## src/rtl/nearest_key_time_lookup_macros.svh

```systemverilog
// ----------------------------------------------------------------------------
// nearest_key_time_lookup assertion macros
// Concurrent assertion shorthands; empty when SYNTHESIS is defined.
// ----------------------------------------------------------------------------
`ifndef NEAREST_KEY_TIME_LOOKUP_MACROS_SVH
`define NEAREST_KEY_TIME_LOOKUP_MACROS_SVH

`ifndef SYNTHESIS
// same-cycle implication
`define NKTL_ASSERT_IMPLY(label, clk, rst_n, ante, cons) \
    label: assert property (@(posedge clk) disable iff (!rst_n) (ante) |-> (cons)) \
        else $error("nktl assertion failed");
// next-cycle implication
`define NKTL_ASSERT_NEXT(label, clk, rst_n, ante, cons) \
    label: assert property (@(posedge clk) disable iff (!rst_n) (ante) |=> (cons)) \
        else $error("nktl assertion failed");
`else
`define NKTL_ASSERT_IMPLY(label, clk, rst_n, ante, cons)
`define NKTL_ASSERT_NEXT(label, clk, rst_n, ante, cons)
`endif

`endif

```

## src/rtl/nktl_pkg.sv

```systemverilog
// ----------------------------------------------------------------------------
// nktl_pkg
// Shared constants, codes and payload types of the nearest-key time lookup.
// ----------------------------------------------------------------------------
`timescale 1ns / 1ps

package nktl_pkg;

    localparam int TABLE_DEPTH    = 128;
    localparam int ADDR_W         = $clog2(TABLE_DEPTH);
    localparam int WRITABLE_SLOTS = 128;
    localparam int SLOT_CAP       = (TABLE_DEPTH < WRITABLE_SLOTS) ? TABLE_DEPTH
                                                                   : WRITABLE_SLOTS;
    localparam int PERCENT_SLOTS  = 100;

    localparam int KEY_W   = 32;
    localparam int TIME_W  = 48;
    localparam int SLOT_W  = 7;
    localparam int CNT_W   = 8;
    localparam int PADDR_W = 3;
    localparam int DATA_W  = 32;

    localparam int QDEPTH = 2;
    localparam int QPTR_W = $clog2(QDEPTH);
    localparam int QCNT_W = $clog2(QDEPTH + 1);

    localparam logic CMD_WRITE = 1'b0;
    localparam logic CMD_QUERY = 1'b1;

    localparam logic REG_KEYED_MODE  = 1'b0;
    localparam logic REG_ENTRY_COUNT = 1'b1;

    localparam logic [1:0] OP_WRITE = 2'd0;
    localparam logic [1:0] OP_PCT   = 2'd1;
    localparam logic [1:0] OP_KEYED = 2'd2;

    typedef struct packed {
        logic              command;
        logic [SLOT_W-1:0] entry_index;
        logic [KEY_W-1:0]  entry_key;
        logic [TIME_W-1:0] entry_time;
        logic [KEY_W-1:0]  query_events;
        logic [SLOT_W-1:0] random_percent;
    } item_t;

    typedef struct packed {
        logic [TIME_W-1:0] latency;
        logic [SLOT_W-1:0] chosen_slot;
        logic              exact_hit;
    } result_t;

    typedef struct packed {
        logic [1:0]        op;
        logic [SLOT_W-1:0] slot;
        logic [KEY_W-1:0]  key;
        logic [TIME_W-1:0] tval;
        logic [KEY_W-1:0]  query;
    } job_t;

    typedef struct packed {
        logic full;
        logic empty;
    } qstat_t;

endpackage

```

## src/rtl/nktl_queue.sv

```systemverilog
// ----------------------------------------------------------------------------
// nktl_queue
// Short job FIFO between the front and the back.
// ----------------------------------------------------------------------------
`timescale 1ns / 1ps

module nktl_queue (
    input  logic             clk,
    input  logic             rst_n,
    input  logic             push,
    input  nktl_pkg::job_t   push_job,
    input  logic             pop,
    output nktl_pkg::job_t   head,
    output nktl_pkg::qstat_t qstat
);

    import nktl_pkg::*;

    job_t              mem_reg [QDEPTH];
    logic [QPTR_W-1:0] wr_ptr_reg;
    logic [QPTR_W-1:0] wr_ptr_next;
    logic [QPTR_W-1:0] rd_ptr_reg;
    logic [QPTR_W-1:0] rd_ptr_next;
    logic [QCNT_W-1:0] count_reg;
    logic [QCNT_W-1:0] count_next;

    assign head        = mem_reg[rd_ptr_reg];
    assign qstat.full  = (count_reg == QCNT_W'(QDEPTH));
    assign qstat.empty = (count_reg == '0);

    always_comb
    begin
        wr_ptr_next = wr_ptr_reg;
        rd_ptr_next = rd_ptr_reg;
        count_next  = count_reg;
        if (push)
        begin
            wr_ptr_next = wr_ptr_reg + QPTR_W'(1);
        end
        if (pop)
        begin
            rd_ptr_next = rd_ptr_reg + QPTR_W'(1);
        end
        if (push && !pop)
        begin
            count_next = count_reg + QCNT_W'(1);
        end
        else if (pop && !push)
        begin
            count_next = count_reg - QCNT_W'(1);
        end
    end

    always_ff @(posedge clk or negedge rst_n)
    begin
        if (!rst_n)
        begin
            wr_ptr_reg <= '0;
            rd_ptr_reg <= '0;
            count_reg  <= '0;
        end
        else
        begin
            wr_ptr_reg <= wr_ptr_next;
            rd_ptr_reg <= rd_ptr_next;
            count_reg  <= count_next;
        end
    end

    always_ff @(posedge clk)
    begin
        if (push)
        begin
            mem_reg[wr_ptr_reg] <= push_job;
        end
    end

endmodule

```

## config.mk

```make
export PLATFORM = sky130hd
export DESIGN_NAME = nktl_queue
export DESIGN_NICKNAME = d
export VERILOG_FILES = /design/src/rtl/nearest_key_time_lookup_macros.svh /design/src/rtl/nktl_pkg.sv /design/src/rtl/nktl_queue.sv
export SDC_FILE = /design/constraint.sdc
export NUM_CORES = 1
export LEC_CHECK = 0
export ABC_AREA = 1
export BUFFER_PORTS_ARGS = -buffer_cell sky130_fd_sc_hd__buf_2
export CORE_UTILIZATION = 50
export CTS_BUF_LIST = sky130_fd_sc_hd__clkbuf_4 sky130_fd_sc_hd__clkbuf_8
export DETAILED_ROUTE_END_ITERATION = 7
export HOLD_SLACK_MARGIN = 0.1
export PLACE_DENSITY = 0.88
export REMOVE_ABC_BUFFERS = 1
export SETUP_SLACK_MARGIN = 0.5
export SYNTH_ARGS = -nofsm -noshare
export SYNTH_HDL_FRONTEND = slang
export SYNTH_SLANG_ARGS = --single-unit
```

## constraint.sdc

```tcl
create_clock -name clk -period 8.8 [get_ports clk]
set_input_delay 0 -clock clk [delete_from_list [all_inputs] [get_ports clk]]
set_output_delay 0 -clock clk [all_outputs]
set_load 0.01 [all_outputs]
```

# Yosys cells after proc, flatten, opt, wreduce, memory -nomap -nowiden

Memory sizes are Yosys's and may differ from the RTL's.
Cells that the tools add are included.

Memories kept: 1
Memory bits (writable): 242
Output and inout port bits: 123
Bits in registers: 4

Memory list:

| name    | depth | width | rd ports | clocked after Yosys merged registers in | write ports | RTL line         | text |
|---|---|---|---|---|---|---|---|
| mem_reg | 2     | 121   | 1        | 0                                       | 1           | nktl_queue.sv:19 | `job_t mem_reg [QDEPTH];` |

Reductions and logical operators: 6
Muxes and demuxes: 4
Add/subtract/negate cells: 4
Eq/ne operators: 1

Operator list:

| operator                                          | number |
|---|---|
| two-way mux 2 bit                                 | 2 |
| adder 1 bit (second input constant)               | 2 |
| adder 2 x 1 -> 2 bit (second input constant)      | 1 |
| equality test 2 bit (second input constant)       | 1 |
| logical AND 1 bit                                 | 2 |
| logical NOT 1 bit                                 | 2 |
| logical NOT 2 bit                                 | 1 |
| two-way mux 1 bit                                 | 2 |
| nonzero test 2 bit                                | 1 |
| subtractor 2 x 1 -> 2 bit (second input constant) | 1 |

# Longest topological paths before layout

Gate-level depths: netlist of run 1.

Depth in word-level cells: 4
Mapped depth: 7

# Worst setup path before layout of run 1

OpenSTA, ideal clock, no wires.

Kind: register to register
From: register wr_ptr_reg
To: memory mem_reg[0][0] (netlist name), enable pin
Path slack: 2.753 ns
Library setup time: 0.606 ns
Clock period less this slack: 6.047 ns
Data required time: 8.194 ns
Path buffers: 0
Stages on the path, launching flop included: 2
Data arrival time: 5.442 ns
Cells stage by stage: dfrtp_1 nor2_1

RTL lines:

| what                   | RTL line         | text |
|---|---|---|
| from (decl)            | nktl_queue.sv:20 | `logic [QPTR_W-1:0] wr_ptr_reg;` |
| from (signal assigned) | nktl_queue.sv:64 | `wr_ptr_reg <= wr_ptr_next;` |
| to (decl)              | nktl_queue.sv:19 |  |

Straight into the memory's write port.

==> Flow_metrics.wiki, run 1 <==
{| class="wikitable"
! Metric !! Value
|-
| Deepest clock path buffer count || 3
|-
| Setup Viol. Count Final || 0
|-
| Cell taking the most area after synthesis || edfxtp_1
|-
| Clock network fraction of total power || between 20% and 30%
|-
| Worst path required time || roughly 9 ns
|-
| Critical Path Source Type || flop
|-
| Remaining DRCs || 30
|-
| Yosys synthesis warning count || 0
|-
| Flip-flop count of the largest register after layout || 242
|-
| Leakage Power || a little over 5 nW
|-
| Clock root buffer master || clkbuf_8
|-
| Area occupied by multi-input gates || approximately 1800 um2
|-
| Routed via count || about 5200
|-
| Area of the die || 19100 um2
|-
| Crit path arrival time || around 3.2 ns
|-
| Global-route wire length before repair || between 30 and 40 mm
|-
| Type of destination of the critical path || output pin
|-
| Final slew viol count || 0
|-
| Starting DRC count in detailed routing || approximately 310
|-
| Number of enable-type register cells in the synthesized netlist || about 240
|-
| Result of the run || complete, but fails checks
|-
| Final core utilization || a little over two thirds
|-
| Wirelength per Cell || roughly 19 um
|-
| Vert. Die Dim || between 100 and 150 um
|-
| Pin slew with the least headroom to its limit || 1.12 ns
|-
| Routed wire length || between 20 and 25 mm
|-
| Area of all sequential standard cells || 7370 um2
|-
| Violations in the final reports || DRC
|-
| Hold/Removal Path Class || input pin to flop
|-
| Pin count of the biggest net entering global routing || slightly above 70
|-
| P per Cell Area || 298 nW/um2
|-
| Layout Nets || 932
|-
| Beginning of the worst hold path || push_job[58]
|-
| Fraction of power spent switching nets || 28.9%
|-
| Switching power total || between 1 and 1.5 mW
|-
| RR Startpoint || wr_ptr_reg
|-
| Quantity of gates resized following cts || 0
|-
| Unrepaired setup endpoints after global routing || no
|-
| Cell count after synthesis || around 400
|-
| Overflow after GRT || 0
|-
| Routability Congestion || a little over 0.7
|-
| Standard cell core area || approximately 18000 um2
|-
| CTS Sinks || 246
|-
| Final period utilization || between 30% and 40%
|-
| Distinct cell type count of the synthesized netlist || 15
|-
| Area Growth Syn to Fin || 37.6%
|-
| Count of port buffers added during placement || ~250
|-
| Cell count of the worst reg-to-reg path || 3
|-
| Fraction of post-synthesis cell area in the top cell type by area || just under 80%
|-
| Share of flip-flops with an asynchronous set or reset after synthesis || between 1.5 and 2%
|-
| Row count || between 40 and 50
|-
| Sequential cell fraction of total power || approximately 44%
|-
| Global Route Usage Sum || about 22%
|-
| Main area contributors after synthesis || edfxtp_1 78%, mux2_4 13%, mux2_2 5.0%
|-
| Post-DRT Antenna Nets || 0
|-
| Total negative slack for setup checks || 0 ns
|-
| Share of final-layout standard cells stronger than drive strength 1 || a little over half
|-
| Register clock-pin slew on the reported worst setup and hold paths || about 0.06 ns
|-
| IR Drop Worst-Case VDD || ~0.00026 V
|-
| Critical path peak fanout || 67
|-
| Slowest stage cell, crit path || dfrtp_4
|-
| Hold violation count in the final report || 0
|-
| Vias per std cell || roughly 5
|-
| Number of antenna violations at the first check in global routing || 1
|-
| FF+latch count, synth || 246
|-
| Top-level I/O count || roughly 250
|-
| Dominant synthesized flop cell || edfxtp_1
|-
| Post-detailed-placement half-perimeter wirelength || 11.2 mm
|-
| Mean area per synthesized cell || 23.1 um2
|-
| Max capacitance violation total || 0
|-
| Class of the most critical setup path || flop to output pin
|-
| Final critical path time including I/O delays and setup || 3.19 ns
|-
| Series of cell instances along the critical path || buf_4, mux2_2, buf_2
|-
| Upper clock frequency limit || 0.313 GHz
|-
| Worst hold path stage count || 2
|-
| Setup clock skew after layout || 0.0187 ns
|-
| Fillers || roughly 1100
|-
| Vias in the first global route || around 6000
|-
| Crit path from || rd_ptr_reg
|-
| Clock tree from TritonCTS || done
|-
| Critical path's largest stage delay || 1.04 ns
|-
| Post-Synthesis Cell Area || a little over 9000 um2
|-
| Internal power contribution || between 2 and 3 mW
|-
| Width of the die || about 140 um
|-
| Total Power || roughly 3.8 mW
|-
| Total clock buffers created by CTS || 40
|-
| Clock network latency to the later pin of the worst-skew pair || around 0.52 ns
|-
| Power share of the combinational group || approximately 30%
|-
| Count of TritonRoute iterations in the first routing pass || 8
|-
| Worst slew margin relative to its limit || between 20% and 30%
|-
| Portion of the post-synthesis area used by sequential elements || about four fifths
|-
| H-tree level count || 2
|-
| Initial standard-cell utilization of the core || between 50% and 60%
|}
cells by family after synthesis:
group / Yosys count / synth area share, %
muxes: 121 / 17.9
adders and majority gates: 1 / 0.135
buffers and inverters: 21 / 1.75
and+or+nand+nor: 10 / 0.445
DFF: 246 / 79.4
xor gates and xnor gates: 3 / 0.283
power by group through the flow:
stage                     Combinational, mW  Sequential, mW  Clock [mW]
final                                  1.13            1.69       0.987
after global routing                   1.19            1.71        1.06
after CTS                              1.12            1.69        1.00
after detailed placement               1.07            1.71           0
after global placement                 1.04            1.69           0
after floorplan                       0.748            1.75           0
through the flow:
stage | area, um2 | setup slack (ns) | hold slack [ns] | cells
floorplan | 9140 | 2.75 | -0.296 | 388
global placement | 10700 | 6.21 | -0.189 | 868
detailed placement | 10700 | 6.12 | -0.187 | 868
CTS | 12800 | 5.57 | 0.166 | 1062
global route | 12800 | 5.46 | 0.188 | 1063
finish | 12800 | 5.61 | 0.212 | 1063
path summary, 6_finish.rpt:
kind | to | slack (ns)
worst max-delay path | head[116] | 5.61
worst min-delay path | mem_reg[0][58] | 0.21
worst max register to register | mem_reg[1][110] | 6.43
worst min register to register | wr_ptr_reg | 0.55
max in group asynchronous | rd_ptr_reg | 8.15
min in group asynchronous | rd_ptr_reg | 0.43
per-layer routing:
metal / vias to the layer above / wire (um) / track usage [%]
met5: - / 0 / 0
met4: 0 / 896 / 11.8
met3: 70 / 1330 / 5.96
met2: 234 / 11000 / 40.7
met1: 2534 / 7180 / 21.4
li1: 2402 / - / -
what timing repair did:
item	4_1_cts	5_1_grt
buffers inserted	0	0
setup endpoints to repair	0	0
hold buffers	125	0
hold endpoints to repair	250	0
cell type report:
type | instances | share of cell area, %
diodes | 1 | 0.0196
clock buffers | 54 | 5.33
clock inverters | 15 | 0.951
inverters | 7 | 0.226
multi-input cells | 135 | 13.7
flip-flops and latches | 246 | 57.8
well taps | 229 | 2.25
repair buffers | 376 | 19.7
worst max-delay path: cells and delay by family, from the launching register on:
| family | cells | cell delay [ns] |
|---|---|---|
| buffers and inverters | 2 | 1.07 |
| DFF | 1 | 1.04 |
| muxes | 1 | 0.43 |
cell usage after synthesis (2+ instances only):
| master | n |
|---|---|
| buf_2 | 4 |
| buf_6 | 9 |
| dfrtp_1 | 4 |
| edfxtp_1 | 242 |
| inv_1 | 7 |
| mux2_2 | 41 |
| mux2_4 | 80 |
| nand2_1 | 5 |
| nor2_1 | 3 |
| xor2_1 | 2 |
layout by cell type (no fill, tap or decap):
master and n:
buf_2 247, buf_4 4, mux2_4 80, bufinv_16 2, mux2_2 41, ha_1 1, dfrtp_1 3, nand4_1 1
nor2_4 1, xor2_1 2, clkbuf_8 44, clkinvlp_4 1, nand2_1 5, clkinv_1 5, inv_4 1, clkbuf_4 10
dfrtp_4 1, nor2_1 2, edfxtp_1 242, inv_1 6, xnor2_1 1, clkinv_2 7, dlygate4sd3_1 125, nand3_1 1
diode_2 1
No activity file was read; power rests on OpenSTA's default activity.
==> run 2: changes to the inputs <==
Settings changed: CORE_UTILIZATION 50 to 49, PLACE_DENSITY 0.88 to 0.9.
Clock period 8.8 ns to 2.58 ns, I/O delays scaled along.
==> run 2 against run 1 <==
Effect of this change:
- the flow now finishes without violations
- combinational power grew to 3.7 times the previous value
- design area increased by 0.64%
- wire length is 1.0% lower
- flip-flop and latch count unchanged
- die area grew 2.0%
- total power grew to 3.4 times the previous value
- hold slack gained 0.00076 ns
- via count down 0.17%
- critical endpoint is now head[91]
- highest routed layer unchanged
==> Flow_metrics.wiki, run 2 (same netlist as run 1, synthesis figures left out) <==
{| class="wikitable"
! Metric !! Value
|-
| Overflow after GRT || 0 (unchanged)
|-
| Min-Delay Endpoint || mem_reg[1][109]
|-
| Final worst slack || 0.587 ns (-5.02 ns)
|-
| Unrepaired setup endpoints after global routing || no
|-
| P per Cell Area || 1000 nW/um2 (+240%)
|-
| Slack of the worst reg-to-reg path || 0.86 ns (-5.57 ns)
|-
| Wirelength per Cell || 18.9 um (-1.5%)
|-
| Fraction of power spent switching nets || 28.9% (+0.066 points)
|-
| Routability Congestion || 0.707 (-0.72%)
|-
| Vias in the first global route || 5872 (-2.3%)
|-
| Deepest clock path buffer count || 3 (unchanged)
|-
| H-tree level count || 2 (unchanged)
|-
| IR Drop Worst-Case VDD || 0.000837 V (+230%)
|-
| Highest-count cells in the layout ignoring fill and taps || 247 x buf_2, 242 x edfxtp_1, 125 x dlygate4sd3_1
|-
| CTS Sinks || 246 (unchanged)
|-
| Count of TritonRoute iterations in the first routing pass || 4 (-4)
|-
| Power share of the combinational group || 32.4% (+2.7 points)
|-
| Clock network fraction of total power || 24.1% (-1.8 points)
|-
| Worst slew margin relative to its limit || 52.6% (+27 points)
|-
| Crit path arrival time || 1.99 ns (-1.20 ns)
|-
| Crit path from || rd_ptr_reg
|-
| Clock tree from TritonCTS || done
|-
| Class of the most critical setup path || flop to output pin
|-
| Worst path required time || 2.58 ns (-6.22 ns)
|-
| Beginning of the worst hold path || push_job[109]
|-
| Pin count of the biggest net entering global routing || 102 (+44%)
|-
| Routed via count || 5231 (-0.17%)
|-
| Place WS || 0.877 ns (-5.25 ns)
|-
| Area of the die || 19500 um2 (+2.0%)
|-
| Setup Viol. Count Final || 0 (unchanged)
|-
| Total Power || 12.9 mW (+240%)
|-
| Worst hold path stage count || 2 (unchanged)
|-
| Post-route worst hold slack || 0.213 ns (+0.000763 ns)
|-
| Clock network latency to the later pin of the worst-skew pair || 0.50 ns (-0.02 ns)
|-
| Starting DRC count in detailed routing || 233 (-24%)
|-
| Share of final-layout standard cells stronger than drive strength 1 || 52.6% (-0.14 points)
|-
| Max capacitance violation total || 0 (unchanged)
|-
| Row count || 49 (unchanged)
|-
| Clock root buffer master || clkbuf_8
|-
| Routed wire length || 20.2 mm (-1.0%)
|-
| Placed cells || 874 (+0.69%)
|-
| Switching power total || 3.72 mW (+240%)
|-
| Final critical path time including I/O delays and setup || approximately 2 ns
|-
| Internal power contribution || 9.14 mW (+240%)
|-
| Width of the die || 140 um (+1.0%)
|-
| Critical path peak fanout || 33 (-51%)
|-
| Final period utilization || between 70 and 80%
|-
| Standard cell core area || 18300 um2 (+1.0%)
|-
| Global-route wire length before repair || 30.8 mm (-0.91%)
|-
| Number of antenna violations at the first check in global routing || 0 (-1)
|-
| Vert. Die Dim || 140 um (+1.0%)
|-
| Setup clock skew after layout || 0.0161 ns (-0.00265 ns)
|-
| Pin slew with the least headroom to its limit || 0.711 ns (-0.407 ns)
|-
| Final slew viol count || 0 (unchanged)
|-
| Finished Layout Cells || 1068 (+0.47%)
|-
| Flip-flop count of the largest register after layout || 242 (unchanged)
|-
| Type of destination of the critical path || output pin
|-
| Sequential cell fraction of total power || 43.5% (-0.9 points)
|-
| Result of the run || completed
|-
| Layout Nets || 939 (+0.75%)
|-
| RR Endpoint || mem_reg[1][62]
|-
| Post-DRT Antenna Nets || 0 (unchanged)
|-
| Leakage Power || 5.19 nW (+0.66%)
|-
| Upper clock frequency limit || about 0.5 GHz
|-
| Remaining DRCs || 0 (-100%)
|-
| Vias per std cell || 4.90 (-0.64%)
|-
| Post-detailed-placement half-perimeter wirelength || 11.4 mm (+1.1%)
|-
| Cell count of the worst reg-to-reg path || 3 (unchanged)
|-
| Area Growth Syn to Fin || 38.5%
|-
| Number of antenna diodes || 0 (-1)
|-
| Register clock-pin slew on the reported worst setup and hold paths || 0.06 ns (about the same)
|-
| Top-level I/O count || 248 (unchanged)
|-
| Critical Path Source Type || flop
|-
| Global Route Usage Sum || 20.8% (-0.77 points)
|-
| Total negative slack for setup checks || 0 ns (unchanged)
|-
| Count of port buffers added during placement || 247 (unchanged)
|-
| Hold/Removal Path Class || input pin to flop
|-
| RR Startpoint || wr_ptr_reg
|-
| Hold violation count in the final report || 0 (unchanged)
|-
| Total clock buffers created by CTS || 40 (unchanged)
|-
| Commonest non-fill, non-tap cell in the layout || buf_2
|-
| Initial standard-cell utilization of the core || 50.8% (-0.52 points)
|}
-- run 2: changes by cell type in the layout (fill, tap and decap cells not counted) --
cell        change
buf_12          +7
buf_16          +1
buf_4           -1
bufinv_16       -2
clkbuf_4        +5
clkbuf_8        -3
clkinv_1        +4
clkinv_2        -4
clkinvlp_4      -1
diode_2         -1
-- run 2: per-stage QoR --
stage / util (%) / instance area [um2]
after CTS: 70.3 / 12800
final: 70.3 / 12800
after floorplan: - / 9140
after global placement: 59.3 / 10800
after detailed placement: 59.3 / 10800
after global routing: 70.3 / 12800
-- run 2: power by group through the flow --
stage          Clock, mW  Combinational [mW]  Sequential, mW
2_1_floorplan          0                2.08            5.88
3_5_place_dp           0                3.89            5.72
6_report            3.10                4.17            5.60
3_3_place_gp           0                3.80            5.65
4_1_cts             3.14                4.17            5.60
5_1_grt             3.35                4.41            5.66
-- run 2: worst max-delay path, stage by stage (launching register included) --
cell	delay, ns
dfrtp_4	0.64
buf_12	0.30
mux2_2	0.37
buf_2	0.14
-- run 2: timing repair --
action | 4_1_cts | 5_1_grt
endpoints found under the hold margin | 250 | 0
buffers inserted | 1 | 0
hold buffers | 125 | 0
endpoints found under the setup margin | 78 | 0
gates resized for setup | 0 | 0
-- run 2: area by class of cell --
class                   count  area, um2
repair buffers            383       2680
multi-input cells         135       1750
well taps                 229        287
flip-flops and latches    246       7370
fillers                  1118       5430
clock inverters            12       48.8
inverters                   7       28.8
clock buffers              56        677
-- run 2: routing by layer --
layer,track usage (%),part of all wire [%],wire [um],vias up
met5,0,0,0,-
met1,21.7,37,7430,2582
met2,40.1,55,11200,201
li1,-,-,-,2407
met3,5.09,5.7,1150,41
met4,7.75,2.4,480,0
-- run 2: worst max-delay path by stage --
stage | end | slack, ns | cells after the start
after detailed placement | mem_reg[1][46] | 0.88 | 3
after floorplan | mem_reg[0][0] | -3.47 | 1
after global routing | head[91] | 0.51 | 3
final | head[91] | 0.59 | 3
after global placement | mem_reg[1][84] | 0.93 | 3
after CTS | head[118] | 0.54 | 3
